## config.mk

```make
export PLATFORM = sky130hd
export DESIGN_NAME = rbl_filter
export DESIGN_NICKNAME = d
export VERILOG_FILES = /design/src/hw/rtl/rbl_pkg.sv /design/src/hw/rtl/rbl_filter.sv
export SDC_FILE = /design/constraint.sdc
export NUM_CORES = 1
export LEC_CHECK = 0
export BUFFER_PORTS_ARGS = -buffer_cell sky130_fd_sc_hd__clkbuf_2
export CAP_MARGIN = 30
export CORE_AREA = 2 2 248 250
export CTS_CLUSTER_DIAMETER = 200
export CTS_CLUSTER_SIZE = 30
export DETAILED_ROUTE_END_ITERATION = 10
export DIE_AREA = 0 0 250 252
export SYNTH_ARGS = -nofsm -noshare
export SYNTH_HDL_FRONTEND = slang
export SYNTH_SLANG_ARGS = --single-unit
```

## constraint.sdc

```tcl
create_clock -name i_clk -period 7.8 [get_ports i_clk]
set_input_delay 0.78 -clock i_clk [delete_from_list [all_inputs] [get_ports i_clk]]
set_output_delay 0.78 -clock i_clk [all_outputs]
set_load 0.01 [all_outputs]
```

## src/hw/rtl/rbl_pkg.sv

```systemverilog
// ----------------------------------------------------------------------------
// rbl_pkg
// Shared types and constants of the 5x5 replicate-edge blur.
// ----------------------------------------------------------------------------
`default_nettype none

package rbl_pkg;

    localparam int PIX_W   = 24;
    localparam int KSIZE   = 5;
    localparam int NBANK   = 4;
    localparam int COL_W   = 12;
    localparam int ROW_W   = 13;
    localparam int CFG_W   = 13;
    localparam int SUM_W   = 14;
    localparam int RECIP_W = 15;

    // Divide by 51: sum * 20561 >> 20 is exact for sums up to 13005.
    localparam logic [RECIP_W-1:0] RECIP       = 15'd20561;
    localparam int                 RECIP_SHIFT = 20;

    localparam logic REG_WIDTH  = 1'b0;
    localparam logic REG_HEIGHT = 1'b1;

    localparam logic [COL_W-1:0] WIDTH_RESET  = 12'd640;
    localparam logic [ROW_W-1:0] HEIGHT_RESET = 13'd480;
    localparam logic [ROW_W-1:0] HEIGHT_MAX   = 13'd4096;

    localparam logic [3:0] BLUR_MASK [KSIZE][KSIZE] = '{
        '{4'd1, 4'd1, 4'd2, 4'd1, 4'd1},
        '{4'd1, 4'd2, 4'd4, 4'd2, 4'd1},
        '{4'd1, 4'd4, 4'd8, 4'd4, 4'd2},
        '{4'd1, 4'd2, 4'd4, 4'd2, 4'd1},
        '{4'd1, 4'd1, 4'd2, 4'd1, 4'd1}
    };

    typedef logic [PIX_W-1:0]        t_pix;
    typedef t_pix [KSIZE-1:0]        t_col;
    typedef t_col [KSIZE-1:0]        t_window;   // [row][column]

    typedef struct packed {
        logic       use_pix;
        logic [1:0] bank;
    } t_tap_sel;

    typedef struct packed {
        t_tap_sel [KSIZE-1:0] tap;
        logic                 first_col;
        logic                 last_col;
        logic [2:0]           emit;
        logic [2:0]           last_run;
        logic                 lof;
    } t_item_ctl;

    function automatic t_window shift_window(input t_window w, input t_col c);
        t_window r;
        for (int i = 0; i < KSIZE; i++) begin
            for (int j = 0; j < KSIZE - 1; j++) begin
                r[i][j] = w[i][j+1];
            end
            r[i][KSIZE-1] = c[i];
        end
        return r;
    endfunction

    function automatic t_window fill_window(input t_col c);
        t_window r;
        for (int i = 0; i < KSIZE; i++) begin
            for (int j = 0; j < KSIZE; j++) begin
                r[i][j] = c[i];
            end
        end
        return r;
    endfunction

endpackage

`default_nettype wire

```

## src/hw/rtl/rbl_filter.sv

```systemverilog
// ----------------------------------------------------------------------------
// rbl_filter
// Weighted window sum per channel, then divide by 51 into the output register.
// ----------------------------------------------------------------------------
`default_nettype none

module rbl_filter (
    input  wire                     i_clk,
    input  wire                     i_rst_n,
    input  wire                     i_valid,
    input  wire  rbl_pkg::t_window  i_win,
    input  wire                     i_last_run,
    input  wire                     i_lof,
    output logic                    o_ready,
    output logic                    o_valid,
    output rbl_pkg::t_pix           o_pix,
    output logic                    o_last_run,
    output logic                    o_lof,
    input  wire                     i_ready
);

    localparam int PROD_W = rbl_pkg::SUM_W + rbl_pkg::RECIP_W;

    // centre row weighs 19, so a row sum reaches 4845
    logic [12:0]               row_sum [3][rbl_pkg::KSIZE];
    logic [rbl_pkg::SUM_W-1:0] sum     [3];
    logic [rbl_pkg::SUM_W-1:0] r3_sum  [3];
    logic [PROD_W-1:0]         prod    [3];
    logic                      r3_v, r3_last_run, r3_lof;
    logic                      r4_v, r4_last_run, r4_lof;
    rbl_pkg::t_pix             r4_pix, n4_pix;
    logic                      s3_ready, s4_ready;

    always_comb begin
        for (int ch = 0; ch < 3; ch++) begin
            for (int i = 0; i < rbl_pkg::KSIZE; i++) begin
                row_sum[ch][i] = 13'd0;
                for (int j = 0; j < rbl_pkg::KSIZE; j++) begin
                    row_sum[ch][i] = row_sum[ch][i]
                        + 13'(rbl_pkg::BLUR_MASK[i][j]) * 13'(i_win[i][j][8*ch +: 8]);
                end
            end
            sum[ch] = '0;
            for (int i = 0; i < rbl_pkg::KSIZE; i++) begin
                sum[ch] = sum[ch] + rbl_pkg::SUM_W'(row_sum[ch][i]);
            end
        end
    end

    always_comb begin
        for (int ch = 0; ch < 3; ch++) begin
            prod[ch] = PROD_W'(r3_sum[ch]) * PROD_W'(rbl_pkg::RECIP);
            n4_pix[8*ch +: 8] = prod[ch][rbl_pkg::RECIP_SHIFT +: 8];
        end
    end

    assign s4_ready = !r4_v || i_ready;
    assign s3_ready = !r3_v || s4_ready;
    assign o_ready  = s3_ready;

    always_ff @(posedge i_clk) begin
        if (!i_rst_n) begin
            r3_v <= 1'b0;
            r4_v <= 1'b0;
        end else begin
            if (s3_ready) r3_v <= i_valid;
            if (s4_ready) r4_v <= r3_v;
        end
        if (s3_ready) begin
            r3_sum      <= sum;
            r3_last_run <= i_last_run;
            r3_lof      <= i_lof;
        end
        if (s4_ready) begin
            r4_pix      <= n4_pix;
            r4_last_run <= r3_last_run;
            r4_lof      <= r3_lof;
        end
    end

    assign o_valid    = r4_v;
    assign o_pix      = r4_pix;
    assign o_last_run = r4_last_run;
    assign o_lof      = r4_lof;

endmodule

`default_nettype wire

```

* Word level (Yosys, flattened, before mapping)
Cells that the tools add are included.
** Storage, ports and cells
- Flip-flop bits (word level) :: 72
- Input port bits :: 606
- Output and inout bits :: 28
- Logic and storage cells :: 89
** Operators by class
- Add/subtract/negate cells :: 72
- Multipliers :: 3
- Reductions and logical operators :: 4
** Operators with widths (number)
- 14-bit by 13-bit adder with 14-bit output :: 6
- 14-bit by 15-bit multiplier with 28-bit output (second input constant) :: 3
- 12-bit by 8-bit adder with 13-bit output :: 6
- 11-bit by 8-bit adder with 12-bit output :: 6
- 11-bit by 9-bit adder with 12-bit output :: 6
- 10-bit by 10-bit adder with 11-bit output :: 6
- 10-bit by 8-bit adder with 11-bit output :: 6
- 8-bit by 9-bit adder with 10-bit output :: 6
- 9-bit by 9-bit adder with 10-bit output :: 6
- 8-bit by 8-bit adder with 9-bit output :: 6
- 12-bit by 13-bit adder with 14-bit output :: 3
- 14-bit by 12-bit adder with 14-bit output :: 3
- 12-bit by 10-bit adder with 13-bit output :: 3
- 13-bit by 9-bit adder with 13-bit output :: 3
- 11-bit by 11-bit adder with 12-bit output :: 3
- 8-bit by 10-bit adder with 11-bit output :: 3
- 1-bit logical NOT :: 2
- 1-bit logical OR :: 2

* Logic depth before layout (Yosys ltp)
- Depth after elaboration :: 8
- Depth in mapped cells :: 25
- Mapped depth without buffers :: 25

* Least setup slack after synthesis
Ideal clock, no wire load.
- Path kind :: input to register
- Start point :: in i_win[517] (netlist bit)
- End point :: reg r3_sum[27] (netlist bit), data pin
- Arrival :: 6288 ps
- Setup slack :: 1354 ps
- Cell stages on the path :: 19
- Path through :: fa_1 fa_1 inv_1 fa_1 inv_1 fa_1 fa_1 fa_1 inv_1 fa_1 inv_1 ha_1 a21o_1 a21oi_1 nor2b_1 o21a_1 o41ai_1 or4b_1 o211ai_1
** RTL lines
- from (decl) :: RTL line rbl_filter.sv:11 : input wire rbl_pkg::t_window i_win,
- to (signal assigned) :: RTL line rbl_filter.sv:70 : r3_sum <= sum;
- to (decl) :: RTL line rbl_filter.sv:27 : logic [rbl_pkg::SUM_W-1:0] r3_sum [3];

==> summary.md <==
| Metric | Value |
|---|---|
| Status | `finished clean` |
| Hold Vio Cnt, Final | `0` |
| Vias per cell | `4.43` |
| Tot GR Track Use | `0.182` |
| Post-DP Area | `27,800 um2` |
| Die Y | `252 um` |
| Top_reg_cell synth | `edfxtp_1` |
| Average size of a mapped cell | `10.9 um2` |
| Worst path max stage delay | `0.58 ns` |
| Mapped Area | `23,600 um2` |
| Ratio of cells with drive above 1 in the final layout | `0.235` |
| Layout Nets | `4,372` |
| Row count | `90` |
| Slew @ Worst Pin | `0.643 ns` |
| FMAX | `0.154 GHz` |
| WL final | `54,600 um` |
| Storage cell area | `2140 um2` |
| FFs w/ async S/R, synth | `0` |
| CTS tree | `done` |
| GP Congestion | `0.933` |
| Post-synth EDFFs | `70` |
| Root buffer cell | `clkbuf_16` |
| Final setup vio count | `0` |
| I/O Buffers | `633` |
| Initial Util | `0.392` |
| Rel. slew slack | `0.571` |
| Post-DR wirelength/cell | `15.2 um` |
| Worst-skew pair later-pin latency | `0.37 ns` |
| Longest Clk Path Bufs | `2` |
| # clock sinks | `72` |
| Warnings, synthesis | `0` |
| Final Cell Area | `28,100 um2` |
| Post-cts sizing count | `0` |
| Number of nets still failing antenna checks after routing | `0` |
| Setup TNS | `0 ns` |
| Initial DRT Pass Iterations | `4` |
| Critical Path, Cell by Cell | `clkbuf_2, fa_1, fa_1, inv_1, fa_1, inv_1, fa_1, fa_1, fa_1, inv_1, fa_1, inv_1, ha_1, a21o_1, a21oi_1, nor2b_1, o21a_1, o41ai_1, or4b_1, o211ai_1` |
| Tightest Hold Check Type | `flop to flop` |
| Worst EP required | `8.00 ns` |
| Postcts setup bufs | `0` |
| Fin Clk Skew | `0.0173 ns` |
| Die Footprint | `63,000 um2` |
| CP max-delay cell | `fa_1` |
| Grt ovf | `0` |
| Post-DP HPWL | `52,900 um` |
| Area Growth Syn to Fin | `19.0%` |
| Filler cells | `5,739` |
| Post-synthesis sequential area ratio | `0.0908` |
| RSZ-0062 raised after global routing | `no` |
| Max cap viols | `0` |
| Mapped Cells | `2,160` |
| Core box area | `60,100 um2` |
| Final Cycle Share | `0.835` |
| First-pass GRT wire length | `91,100 um` |
| Die W | `250 um` |
| Num ports | `634` |
| Largest net degree at the start of global routing | `46` |
| Crit path max fanout | `3` |
| DRC violations left | `0` |
| N_diodes | `0` |
| TritonCTS Buffers | `9` |
| DRT iter0 DRCs | `499` |
| Hold bufs inserted after CTS | `0` |
| Number of global-route vias before repair | `18.7k` |
| WS Path Type | `primary input to flop` |
| Critical path endpoint category | `flop` |
| Final min period | `6.51 ns` |
| Initial antenna violation count | `2` |
| Critical Path AT | `6.71 ns` |
| Via count | `15.9k` |
| Syn nets | `3,726` |
| Finished Core Util | `0.467` |
| Post-synthesis register bit count | `72` |
| Synth unique cells | `52` |
| Most used cell, CP | `fa_1` |
| Worst Setup Start Kind | `primary input` |
| Clock transition at path regs | `0.06 ns` |
| Slew Viols, Final | `0` |
| Multi-input gate area | `18,300 um2` |
| H-tree levels | `3` |
[cell usage in the layout, fill, tap and decap left out, types with 16 or more instances in the layout]
master and count:
edfxtp_1 70, fa_1 591, nand2_1 16, nor2_1 27
clkbuf_2 633, ha_1 369, a21oi_1 41, nor3_1 17
xnor2_1 36, inv_1 840, o21ai_0 17
[metal layers]
layer | vias up | share of wire | GRT usage
met1 | 7926 | 0.41 | 0.226
li1 | 7628 | - | -
met3 | 40 | 0.039 | 0.0240
met4 | 4 | 0.010 | 0.0263
met5 | - | 0.00046 | 0
met2 | 307 | 0.55 | 0.342
[cell families (layout without fill, tap and decap cells)]
group	Yosys count	in the layout	synth area share
XOR/XNOR	46	46	0.0171
AO/OA/AOI/OAI	127	127	0.0362
AND/OR/NAND/NOR	114	114	0.0250
adder cells (fa/ha/maj)	960	960	0.697
buffers and inverters	840	1491	0.134
multiplexers	1	1	0.000424
flip-flops	72	72	0.0908
[registers in the layout (all words and copies together), names as in the netlist]
register     count
o_lof            1
r3_last_run      1
r3_sum          42
r3_lof           1
o_last_run       1
r3_v             1
o_valid          1
o_pix           24
[Yosys cell counts (2+ instances only)]
library cell | n | share of area
o21ai_1 | 4 | 0.00085
o31a_1 | 2 | 0.00074
nor3b_1 | 2 | 0.00064
edfxtp_1 | 70 | 0.089
o21a_1 | 10 | 0.0032
o211ai_1 | 7 | 0.0022
nor2b_1 | 10 | 0.0027
a211o_1 | 2 | 0.00074
a2111oi_0 | 3 | 0.0011
o21bai_1 | 3 | 0.00095
o41ai_1 | 3 | 0.0011
nand4_1 | 5 | 0.0013
o21ai_0 | 17 | 0.0036
o2111ai_1 | 2 | 0.00074
ha_1 | 369 | 0.20
a21oi_1 | 41 | 0.0087
nor3_1 | 17 | 0.0036
dfxtp_1 | 2 | 0.0017
nand2b_1 | 5 | 0.0013
a211oi_1 | 7 | 0.0022
xnor2_1 | 36 | 0.013
a21o_1 | 12 | 0.0038
fa_1 | 591 | 0.50
nor2_1 | 27 | 0.0043
inv_1 | 840 | 0.13
xor2_1 | 10 | 0.0037
nand2_1 | 17 | 0.0027
nor4_1 | 2 | 0.00053
a31oi_1 | 4 | 0.0011
nand3_1 | 15 | 0.0032
and3_1 | 4 | 0.0011
[worst max-delay path, delay by kind of cell]
family,cells,cell delay [ns]
buf+inv,5,0.31
compound gates,5,1.18
simple gates,2,0.56
fa+ha+maj,8,3.89
[final timing paths]
path	start	to	slack, ns	cells after the start
setup / recovery	i_win[516]	r3_sum[27]$_DFFE_PP_	1.29	20
hold / removal	r3_lof$_DFFE_PP_	o_lof$_DFFE_PP_	0.42	0
setup reg to reg	r3_sum[41]$_DFFE_PP_	o_pix[7]$_DFFE_PP_	2.66	17
hold reg to reg	r3_lof$_DFFE_PP_	o_lof$_DFFE_PP_	0.42	0
[layout make-up]
cell class / count / share of cell area
flip-flops and latches: 72 / 0.0763
clock inverters: 7 / 0.00307
clock buffers: 9 / 0.00802
multi-input cells: 1248 / 0.652
inverters: 840 / 0.112
repair buffers: 635 / 0.114
well taps: 782 / 0.0348
[through the flow]
step / setup slack [ns] / hold slack, ns / instances
after floorplan: 1.35 / 0.400 / 2160
after global placement: 1.00 / 0.416 / 3576
after detailed placement: 0.890 / 0.406 / 3577
after CTS: 1.27 / 0.422 / 3593
after global routing: 1.08 / 0.440 / 3593
final: 1.29 / 0.419 / 3593
Power is not shown: default switching activity piles up to over one toggle a cycle in this logic, so the estimate is an artifact.
