===== config.mk =====
export PLATFORM = sky130hd
export DESIGN_NAME = rbl_window
export DESIGN_NICKNAME = d
export VERILOG_FILES = /design/src/hw/rtl/rbl_pkg.sv /design/src/hw/rtl/rbl_window.sv
export SDC_FILE = /design/constraint.sdc
export NUM_CORES = 1
export LEC_CHECK = 0
export BUFFER_PORTS_ARGS = -buffer_cell sky130_fd_sc_hd__buf_2
export CELL_PAD_IN_SITES_DETAIL_PLACEMENT = 1
export CELL_PAD_IN_SITES_GLOBAL_PLACEMENT = 1
export CORE_MARGIN = 2
export CORE_UTILIZATION = 25
export CTS_BUF_LIST = sky130_fd_sc_hd__clkbuf_8
export DETAILED_ROUTE_END_ITERATION = 12
export GPL_TIMING_DRIVEN = 0
export HOLD_SLACK_MARGIN = 0.1
export PLACE_DENSITY_LB_ADDON = 0.1
export SLEW_MARGIN = 5
export SYNTH_ARGS = -nofsm -noshare
export SYNTH_HDL_FRONTEND = slang
export SYNTH_SLANG_ARGS = --single-unit
export TNS_END_PERCENT = 30

===== constraint.sdc =====
create_clock -name i_clk -period 42.9 [get_ports i_clk]
set_input_delay 2.145 -clock i_clk [delete_from_list [all_inputs] [get_ports i_clk]]
set_output_delay 2.145 -clock i_clk [all_outputs]
set_load 0.02 [all_outputs]

===== src/hw/rtl/rbl_pkg.sv =====
// ----------------------------------------------------------------------------
// rbl_pkg
// Shared types and constants of the 5x5 replicate-edge blur.
// ----------------------------------------------------------------------------
`default_nettype none

package rbl_pkg;

    localparam int PIX_W   = 24;
    localparam int KSIZE   = 5;
    localparam int NBANK   = 4;
    localparam int COL_W   = 12;
    localparam int ROW_W   = 13;
    localparam int CFG_W   = 13;
    localparam int SUM_W   = 14;
    localparam int RECIP_W = 15;

    // Divide by 51: sum * 20561 >> 20 is exact for sums up to 13005.
    localparam logic [RECIP_W-1:0] RECIP       = 15'd20561;
    localparam int                 RECIP_SHIFT = 20;

    localparam logic REG_WIDTH  = 1'b0;
    localparam logic REG_HEIGHT = 1'b1;

    localparam logic [COL_W-1:0] WIDTH_RESET  = 12'd640;
    localparam logic [ROW_W-1:0] HEIGHT_RESET = 13'd480;
    localparam logic [ROW_W-1:0] HEIGHT_MAX   = 13'd4096;

    localparam logic [3:0] BLUR_MASK [KSIZE][KSIZE] = '{
        '{4'd1, 4'd1, 4'd2, 4'd1, 4'd1},
        '{4'd1, 4'd2, 4'd4, 4'd2, 4'd1},
        '{4'd1, 4'd4, 4'd8, 4'd4, 4'd2},
        '{4'd1, 4'd2, 4'd4, 4'd2, 4'd1},
        '{4'd1, 4'd1, 4'd2, 4'd1, 4'd1}
    };

    typedef logic [PIX_W-1:0]        t_pix;
    typedef t_pix [KSIZE-1:0]        t_col;
    typedef t_col [KSIZE-1:0]        t_window;   // [row][column]

    typedef struct packed {
        logic       use_pix;
        logic [1:0] bank;
    } t_tap_sel;

    typedef struct packed {
        t_tap_sel [KSIZE-1:0] tap;
        logic                 first_col;
        logic                 last_col;
        logic [2:0]           emit;
        logic [2:0]           last_run;
        logic                 lof;
    } t_item_ctl;

    function automatic t_window shift_window(input t_window w, input t_col c);
        t_window r;
        for (int i = 0; i < KSIZE; i++) begin
            for (int j = 0; j < KSIZE - 1; j++) begin
                r[i][j] = w[i][j+1];
            end
            r[i][KSIZE-1] = c[i];
        end
        return r;
    endfunction

    function automatic t_window fill_window(input t_col c);
        t_window r;
        for (int i = 0; i < KSIZE; i++) begin
            for (int j = 0; j < KSIZE; j++) begin
                r[i][j] = c[i];
            end
        end
        return r;
    endfunction

endpackage

`default_nettype wire


===== src/hw/rtl/rbl_window.sv =====
// ----------------------------------------------------------------------------
// rbl_window
// 5x5 window: shifts in one column per beat, refills at the left edge and
// repeats the right-edge column for the two extra results of a row end.
// ----------------------------------------------------------------------------
`default_nettype none

module rbl_window (
    input  wire                     i_clk,
    input  wire                     i_rst_n,
    input  wire                     i_valid,
    input  wire  rbl_pkg::t_pix     i_pix,
    input  wire  rbl_pkg::t_item_ctl i_ctl,
    input  rbl_pkg::t_pix           i_rdata [rbl_pkg::NBANK],
    output logic                    o_take,
    input  wire                     i_ready,
    output logic                    o_emit,
    output rbl_pkg::t_window        o_win,
    output logic                    o_last_run,
    output logic                    o_lof
);

    rbl_pkg::t_window r_window, n_window;
    rbl_pkg::t_col    r_colv, n_colv, colv;
    logic [1:0]       r_rem, n_rem;
    logic [1:0]       r_emask, n_emask;
    logic [1:0]       r_lrq, n_lrq;
    logic [1:0]       r_lofq, n_lofq;
    logic             r_emit, n_emit;
    logic             r_last_run, n_last_run;
    logic             r_lof, n_lof;
    logic             adv;

    always_comb begin
        for (int i = 0; i < rbl_pkg::KSIZE; i++) begin
            colv[i] = i_ctl.tap[i].use_pix ? i_pix : i_rdata[i_ctl.tap[i].bank];
        end
    end

    assign adv = !r_emit || i_ready;

    always_comb begin
        n_window   = r_window;
        n_colv     = r_colv;
        n_rem      = r_rem;
        n_emask    = r_emask;
        n_lrq      = r_lrq;
        n_lofq     = r_lofq;
        n_emit     = r_emit;
        n_last_run = r_last_run;
        n_lof      = r_lof;
        o_take     = 1'b0;
        if (adv) begin
            if (r_rem != 2'd0) begin
                n_window   = rbl_pkg::shift_window(r_window, r_colv);
                n_rem      = r_rem - 2'd1;
                n_emit     = r_emask[0];
                n_last_run = r_lrq[0];
                n_lof      = r_lofq[0];
                n_emask    = {1'b0, r_emask[1]};
                n_lrq      = {1'b0, r_lrq[1]};
                n_lofq     = {1'b0, r_lofq[1]};
            end else if (i_valid) begin
                o_take     = 1'b1;
                n_colv     = colv;
                n_window   = i_ctl.first_col ? rbl_pkg::fill_window(colv)
                                             : rbl_pkg::shift_window(r_window, colv);
                n_emit     = i_ctl.emit[0];
                n_last_run = i_ctl.last_run[0];
                n_lof      = 1'b0;
                n_rem      = i_ctl.last_col ? 2'd2 : 2'd0;
                n_emask    = i_ctl.emit[2:1];
                n_lrq      = i_ctl.last_run[2:1];
                n_lofq     = {i_ctl.lof, 1'b0};
            end else begin
                n_emit = 1'b0;
            end
        end
    end

    always_ff @(posedge i_clk) begin
        if (!i_rst_n) begin
            r_rem  <= 2'd0;
            r_emit <= 1'b0;
        end else begin
            r_rem  <= n_rem;
            r_emit <= n_emit;
        end
        r_window   <= n_window;
        r_colv     <= n_colv;
        r_emask    <= n_emask;
        r_lrq      <= n_lrq;
        r_lofq     <= n_lofq;
        r_last_run <= n_last_run;
        r_lof      <= n_lof;
    end

    assign o_emit     = r_emit;
    assign o_win      = r_window;
    assign o_last_run = r_last_run;
    assign o_lof      = r_lof;

endmodule

`default_nettype wire


Yosys cells after proc, flatten, opt, wreduce, memory -nomap -nowiden
Index checks and enable logic that the tools add are counted.

cells by class
  add/sub/neg operators = 1
  order comparisons = 5
  mux-type cells = 41
  bitwise gates (word level) = 6
  reductions and logical operators = 6

operators by type and width
  kind                                                                number
  600-bit two-way mux                                                 2
  576-bit two-way mux                                                 1
  24-bit two-way mux                                                  15
  24-bit binary-select mux with 2-bit select                          5
  3-bit greater-or-equal comparator, second input constant            5
  2-bit NOT with 3-bit output                                         5
  1-bit two-way mux                                                   12
  2-bit two-way mux                                                   6
  2-bit nonzero test                                                  2
  3-bit AND reduction                                                 1
  2-bit AND reduction                                                 1
  2-bit by 1-bit subtractor with 2-bit output, second input constant  1
  1-bit logical NOT                                                   1
  1-bit logical OR                                                    1
  1-bit NOT                                                           1

storage, ports and cells
  bits in registers = 731
  input port bits = 148
  output and inout bits = 604

Longest topological paths before layout
Gate-level depths: netlist (run 1).

  depth in word-level cells = 8
  depth in mapped cells = 7

Worst setup path after synthesis (run 1)
Ideal clock, no wire load.

  path type = input port to flip-flop
  start point = in i_valid
  end point = reg r_last_run (netlist: o_last_run), enable pin
  setup time = 1.608 ns
  arrival time = 27.566 ns
  data required time = 41.292 ns
  path slack = 13.726 ns
  stages on the path = 2
  path buffers = 0
  cells stage by stage = nor2_1 nor2_1

on the way
  longest elaborated chain between the ends = 2

ends and longest elaborated chain
  element                        line              text
  from (decl)                    rbl_window.sv:11  input wire i_valid,
  2-bit nonzero test (no line)   --
  2-bit AND reduction (no line)  --
  to (signal assigned)           rbl_window.sv:94  r_last_run <= n_last_run;
  to (decl)                      rbl_window.sv:30  logic r_last_run, n_last_run;

Every way passes these cells.
A chain may end at the register's enable or synchronous reset.

Worst setup path after layout (run 1)
  start point = in i_ready
  end point = out o_take

on the way
  longest elaborated chain between the ends = 2

ends and longest elaborated chain
  element            line              text
  from (decl)        rbl_window.sv:16  input wire i_ready,
  1-bit logical OR   rbl_window.sv:40  assign adv = !r_emit || i_ready;
  1-bit two-way mux  rbl_window.sv:53  if (adv) begin
  to (decl)          rbl_window.sv:15  output logic o_take,

Every way passes these cells.

==> results of run 1 <==
==> cells in the mapped netlist, types with 2 or more instances <==
library cell  count  area, um^2
clkbuf_1         97         364
dfxtp_1           3        60.1
nand2b_1          5        31.3
nand2_1         612        2300
o31ai_1         120         901
o22ai_2          26         325
o21ai_0         368        1840
o21a_1            2        15.0
o21ai_1         235        1180
nor2_1          244         916
inv_1             5        18.8
o22ai_1          94         588
edfxtp_1        728       21900
and2_1            6        37.5
buf_4             3        22.5
buf_6            26         293
or2_2             6        37.5
buf_2            72         360
mux2_2          239        2690
==> power by group through the flow <==
stage,logic [mW],clock network (mW),registers [mW]
finish,0.473,0.654,0.963
global route,0.509,0.705,0.973
CTS,0.480,0.677,0.965
detailed placement,0.479,0,0.978
global placement,0.460,0,1.06
floorplan,0.156,0,1.11
==> flip-flops by register name, summed over array words and instances, names as in the netlist <==
name / flops
o_last_run: 1
r_emask: 2
o_win: 600
r_lrq: 2
o_emit: 1
o_lof: 1
r_rem: 2
r_colv: 120
r_lofq: 2
==> placed cells by master, fill, tap and decap left out, types with 5 or more instances in the layout <==
cell	Yosys	layout
mux2_2	239	239
o22ai_1	94	91
buf_16	0	10
buf_6	26	27
buf_12	0	29
inv_1	5	57
clkbuf_8	0	150
o31ai_1	120	120
and2_1	6	6
buf_2	72	794
clkbuf_2	0	24
or2_2	6	6
nand2b_1	5	5
nor2_1	244	242
diode_2	0	22
o21ai_0	368	368
o22ai_2	26	29
clkbuf_1	97	73
nand2_1	612	612
clkinv_1	0	29
edfxtp_1	728	728
o21ai_1	235	235
==> critical path: stages <==
cell and delay [ns]:
buf_2 0.10, nor2b_1 0.50, nor2_4 0.20, buf_12 0.23, buf_12 0.19, buf_2 0.18
==> layout make-up <==
cell class / instances / area share
flip-flops and latches: 731 / 0.507
multi-input cells: 1964 / 0.253
repair buffers: 762 / 0.104
well taps: 1781 / 0.0516
clock buffers: 150 / 0.0478
plain buffers: 199 / 0.0248
clock inverters: 93 / 0.00999
diodes: 22 / 0.00127
inverters: 5 / 0.000434
==> how the worst max path moves through the flow <==
| stage | end | slack [ns] | cells after the start |
|---|---|---|---|
| after CTS | o_take | 37.15 | 6 |
| after global placement | o_win[271] | -2.53 | 3 |
| after floorplan | o_last_run | 13.73 | 2 |
| after detailed placement | o_take | 37.15 | 6 |
| final | o_take | 37.18 | 6 |
| after global routing | o_take | 37.07 | 6 |
==> stage by stage <==
step           power [mW]  std cells  hold slack [ns]   util
6_report             2.09       5707            0.498  0.320
4_1_cts              2.12       5685            0.484  0.320
3_3_place_gp         1.52       5402            0.500  0.294
2_1_floorplan        1.27       2899            0.491      -
5_1_grt              2.19       5692            0.526  0.320
3_5_place_dp         1.46       5442            0.509  0.301
==> kinds of logic after synthesis <==
family	after synthesis	synth area share
DFF	731	0.647
buffers and inverters	204	0.0313
and+or+nand+nor	878	0.0992
AOI/OAI and AO/OA	846	0.143
muxes	240	0.0797
==> per-layer routing <==
| layer | wire length (um) | part of all wire | up-vias | global-route usage |
|---|---|---|---|---|
| li1 | - | - | 12600 | - |
| met1 | 77400 | 0.44 | 14300 | 0.330 |
| met2 | 84000 | 0.47 | 1013 | 0.414 |
| met3 | 12500 | 0.070 | 237 | 0.0646 |
| met4 | 3380 | 0.019 | 38 | 0.0553 |
| met5 | 226 | 0.0013 | - | 0 |
==> impl_metrics.yaml, run 1 <==
run_status:
  status: "completed"
detailed_routing:
  post-route-drc-count: 0
  avgViaCountPerCell: 4.94
  drt_iter0_drc: 2089
  postRouteAntennaNets: 0
  vias: 28200
  drt-pass1-iter-count: 5
  routedWlPerCell_um: 31.1
  routed_wl_mm: 177
critical_path:
  reg2reg_from: "r_rem[0]"
  r2r_setup_slack_ns: 38.64
  reg2reg_depth: 13
  critPathLaunch: "i_ready"
  cp.arrival_ns: 3.58
  r2r_end: "o_win[245]"
  critPathRequiredTime_ns: 40.75
  crit_fanout: 24
  cp-start-kind: "input pin"
  path_class: "input pin to output port"
  cp-end-kind: "output port"
pwr:
  p_sw_frac: 0.341
  p_switching_mw: 0.713
  power_density_nw_per_um2: 48.3
  p_int_mw: 1.38
  p_clk_frac: 0.313
  pwr-share-comb: 0.226
  ir_drop_uv: 26.2
  seq_power_share: 0.461
  cellLeakagePower_nw: 16.5
clock_network:
  post_cts_resized: 0
  cts_inserted_buffers: 144
  ctsHoldBuffers: 0
  root_buffer: "clkbuf_8"
  htree_num_levels: 4
  cts_setup_buffers: 0
  cts_buffer_depth: 3
  cts.clk_slew.worst_paths_ns: 0.06
  cts.sinks: 731
  tritoncts: "yes"
  clkLatencyLatePin_ns: 0.88
timing:
  rsz0062_at_grt: "no"
  finalSetupTns_ns: 0
  hold_viol: 0
  skew_ns: 0.0401
  slew_viol_final: 0
  fin_crit_ns: 5.72
  max_slew_margin: 0.0676
  worstMarginPinSlew_ns: 1.40
  fmax_ghz: 0.175
  fin_ws_ns: 37.18
  period_share: 0.133
  setup_viol: 0
global_route:
  grt_max_degree: 31
  gr-total-overflow: 0
  grt_pass1_vias: 28500
  grtUsageTotal: 0.251
  grt_pass1_wl_mm: 239
  antenna_found_initial: 85
placed_design:
  dpl.hpwl_mm: 138
  place_congestion: 0.787
  port_buffers: 722
  detailed_place.area_um2: 40700
  dp_slack_ns: 37.15
floorplanning:
  dieArea_um2: 139000
  start_util: 0.251
  dieHeight_um: 372
  core_area_um2: 135000
  die_w_um: 372
  row_count: 135
  ioPinCount: 752
cells_and_area:
  layout-drive-gt1-share: 0.340
  final-seq-area_um2: 21900
  fin_area_um2: 43200
  multi_input_area_um2: 11000
  fillers: 15200
  final_nets: 3955
  synthToLayoutAreaGrowth_pct: 27.5
yosys:
  ys_types: 27
  synth_edf_count: 728
  synth_seq_cells: 731
  async_reset_ff_frac: 0
  syn-cell-area_um2: 33900
  synth_ff_type: "edfxtp_1"
  synthCells: 2899
  synth_fp_nets: 3047
  seq_area_frac_synth: 0.647
  synth_area_per_cell_um2: 11.7
  synth_warnings: 0
min_path:
  hold_start: "r_colv[46]"
  hp-class: "flip-flop to flip-flop"
  whs_path_depth: 2
  hold_end: "o_win[238]"
flow_run:
  max-cap-violations: 0
Power figures use the tool's default switching activity.
==> run 2: changes to the inputs <==
Clock period 42.9 ns to 4.9 ns, I/O delays scaled along.
==> run 2 against run 1 <==
Net effect:
- non-clock buffer count rose by 117
- wire length rose by 1.1%
- clock power rose to 9.0 times the previous value
- sequential share of layout area fell by 1.5 points
- count of clock-buffer cells in the layout fell by 1
- setup slack got worse by 36 ns
- critical endpoint is now o_win[292]
==> impl_metrics.yaml, run 2 (synthesized netlist as in run 1, its figures left out) <==
global_route:
  met1_usage: 0.330
  grt_busiest_layer: "met2"
  grtUsageTotal: 0.253
  grt_pass1_wl_mm: 241
  gr-total-overflow: 0
  grt_pass1_vias: 29400
  met2_usage: 0.412
  use_met3: 0.0624
  grt_max_degree: 30
  antenna_found_initial: 75
timing:
  fmax_ghz: 0.239
  max_slew_margin: 0.0221
  hold_viol: 0
  period_share: 0.853
  fin_crit_ns: 4.18
  skew_ns: 0.0491
  fin_ws_ns: 0.720
  setup_viol: 0
  rsz0062_at_grt: "no"
  slew_viol_final: 0
  worstMarginPinSlew_ns: 1.47
clock_network:
  post_cts_resized: 0
  cts_inserted_buffers: 145
  cts_setup_buffers: 0
  ctsHoldBuffers: 115
  cts_buffer_depth: 3
  clkLatencyLatePin_ns: 0.89
  htree_num_levels: 4
  tritoncts: "yes"
  cts.clk_slew.worst_paths_ns: 0.06
  root_buffer: "clkbuf_8"
  cts.sinks: 731
placed_design:
  dp_slack_ns: 0.666
  dp_cells: 5444
  dpl.hpwl_mm: 138
  detailed_place.area_um2: 40700
  place_congestion: 0.793
  port_buffers: 722
pwr:
  p_int_mw: 12.2
  power_mw: 18.6
  seq_power_share: 0.454
  p_sw_frac: 0.341
  ir_drop_uv: 225
  p_switching_mw: 6.32
  pwr-share-comb: 0.230
  power_density_nw_per_um2: 416
  cellLeakagePower_nw: 17.2
  p_clk_frac: 0.316
cells_and_area:
  fillers: 15200
  fin_area_um2: 44600
  layout_common_cells: "buf_2 (792), edfxtp_1 (728), nand2_1 (612)"
  largest_register_ffs: 600
  final_nets: 4073
  fin_util: 0.330
  layout-drive-gt1-share: 0.331
  final_common_cell: "buf_2"
  synthToLayoutAreaGrowth_pct: 31.4
  final_cells: 5841
detailed_routing:
  post-route-drc-count: 0
  drt_iter0_drc: 2130
  drt-pass1-iter-count: 5
  routedWlPerCell_um: 30.7
  vias: 28800
  avgViaCountPerCell: 4.93
  routed_wl_mm: 179
  postRouteAntennaNets: 0
critical_path:
  r2r_setup_slack_ns: 0.72
  r2r_end: "o_win[292]"
  critPathBufInv: 13
  crit_fanout: 29
  critPathRequiredTime_ns: 5.45
  cp_cell_sequence: "or2_2 > clkbuf_2 > buf_6 > buf_6 > nor2_2 > nor2_4 > buf_16 > buf_12 > buf_12 > buf_12 > buf_16 > buf_12 > buf_16 > buf_12 > buf_12 > buf_12"
  path_class: "flip-flop to flip-flop"
  max_stage_delay_ns: 0.41
  cp_slowest_cell: "nor2_4"
  reg2reg_from: "r_rem[1]"
  cp.arrival_ns: 4.73
  reg2reg_depth: 16
  cp-end-kind: "flip-flop"
  crit_top_cell: "buf_12"
  cp_top_family: "buffers and inverters"
  cp-start-kind: "flip-flop"
floorplanning:
  die_w_um: 372
  start_util: 0.251
  core_area_um2: 135000
  dieHeight_um: 372
  ioPinCount: 752
  dieArea_um2: 139000
  row_count: 135
min_path:
  whs_path_depth: 4
  hp-class: "input pin to flip-flop"
  hold_start: "i_rdata[79]"
  hold_end: "r_colv[103]"
flow_run:
  max-cap-violations: 0
run_status:
  status: "completed"
[run 2: cell types whose count changed in the layout (fill, tap and decap cells not counted), moves of 2 or more]
cell,previous run,this run
buf_2,794,792
buf_6,27,29
bufinv_16,1,3
clkinv_2,1,5
dfxtp_1,3,1
diode_2,22,29
dlygate4sd3_1,0,115
inv_1,57,63
[run 2: how the worst max path moves through the flow]
stage,endpoint,slack (ns),cells past startpoint,start
2_1_floorplan,o_last_run,-5.36,6,r_rem[1]
3_3_place_gp,o_win[267],-11.36,6,r_rem[1]
3_5_place_dp,o_win[267],0.67,16,r_rem[1]
4_1_cts,o_win[343],0.67,16,r_rem[1]
5_1_grt,o_win[343],0.47,16,r_rem[1]
6_report,o_win[292],0.72,16,r_rem[1]
[run 2: stage by stage]
step / TNS, ns / hold slack (ns)
after floorplan: -3450.36 / 0.362
after global placement: -7520.40 / 0.499
after detailed placement: 0 / 0.504
after CTS: 0 / 0.100
after global routing: 0 / 0.163
final: 0 / 0.185
[run 2: cell type report]
type | count | area, um^2 | share of cell area
clock inverter | 104 | 534 | 0.0120
timing repair buffer | 879 | 5680 | 0.127
inverter | 5 | 18.8 | 0.000421
antenna | 29 | 72.6 | 0.00163
sequential | 731 | 21900 | 0.492
buffer | 199 | 1090 | 0.0244
multi-input combinational | 1964 | 11000 | 0.246
tap | 1781 | 2230 | 0.0500
clock buffer | 149 | 2050 | 0.0460
[run 2: power by group through the flow]
stage	logic (mW)	registers [mW]	clock network [mW]
after global placement	4.02	8.82	0
final	4.26	8.43	5.87
after global routing	4.59	8.51	6.31
after detailed placement	4.22	8.56	0
after floorplan	1.36	9.43	0
after CTS	4.32	8.44	6.06
[run 2: worst register-to-register path: cells and delay by family, from the launching register on]
kind | cells | cell delay, ns
buffers and inverters | 13 | 2.83
and+or+nand+nor | 3 | 0.61
DFF | 1 | 0.40
[run 2: layer usage]
metal | up-vias | share of wire
met5 | - | 0.00093
met4 | 26 | 0.028
met3 | 236 | 0.076
met2 | 1083 | 0.47
met1 | 14600 | 0.42
li1 | 12900 | -
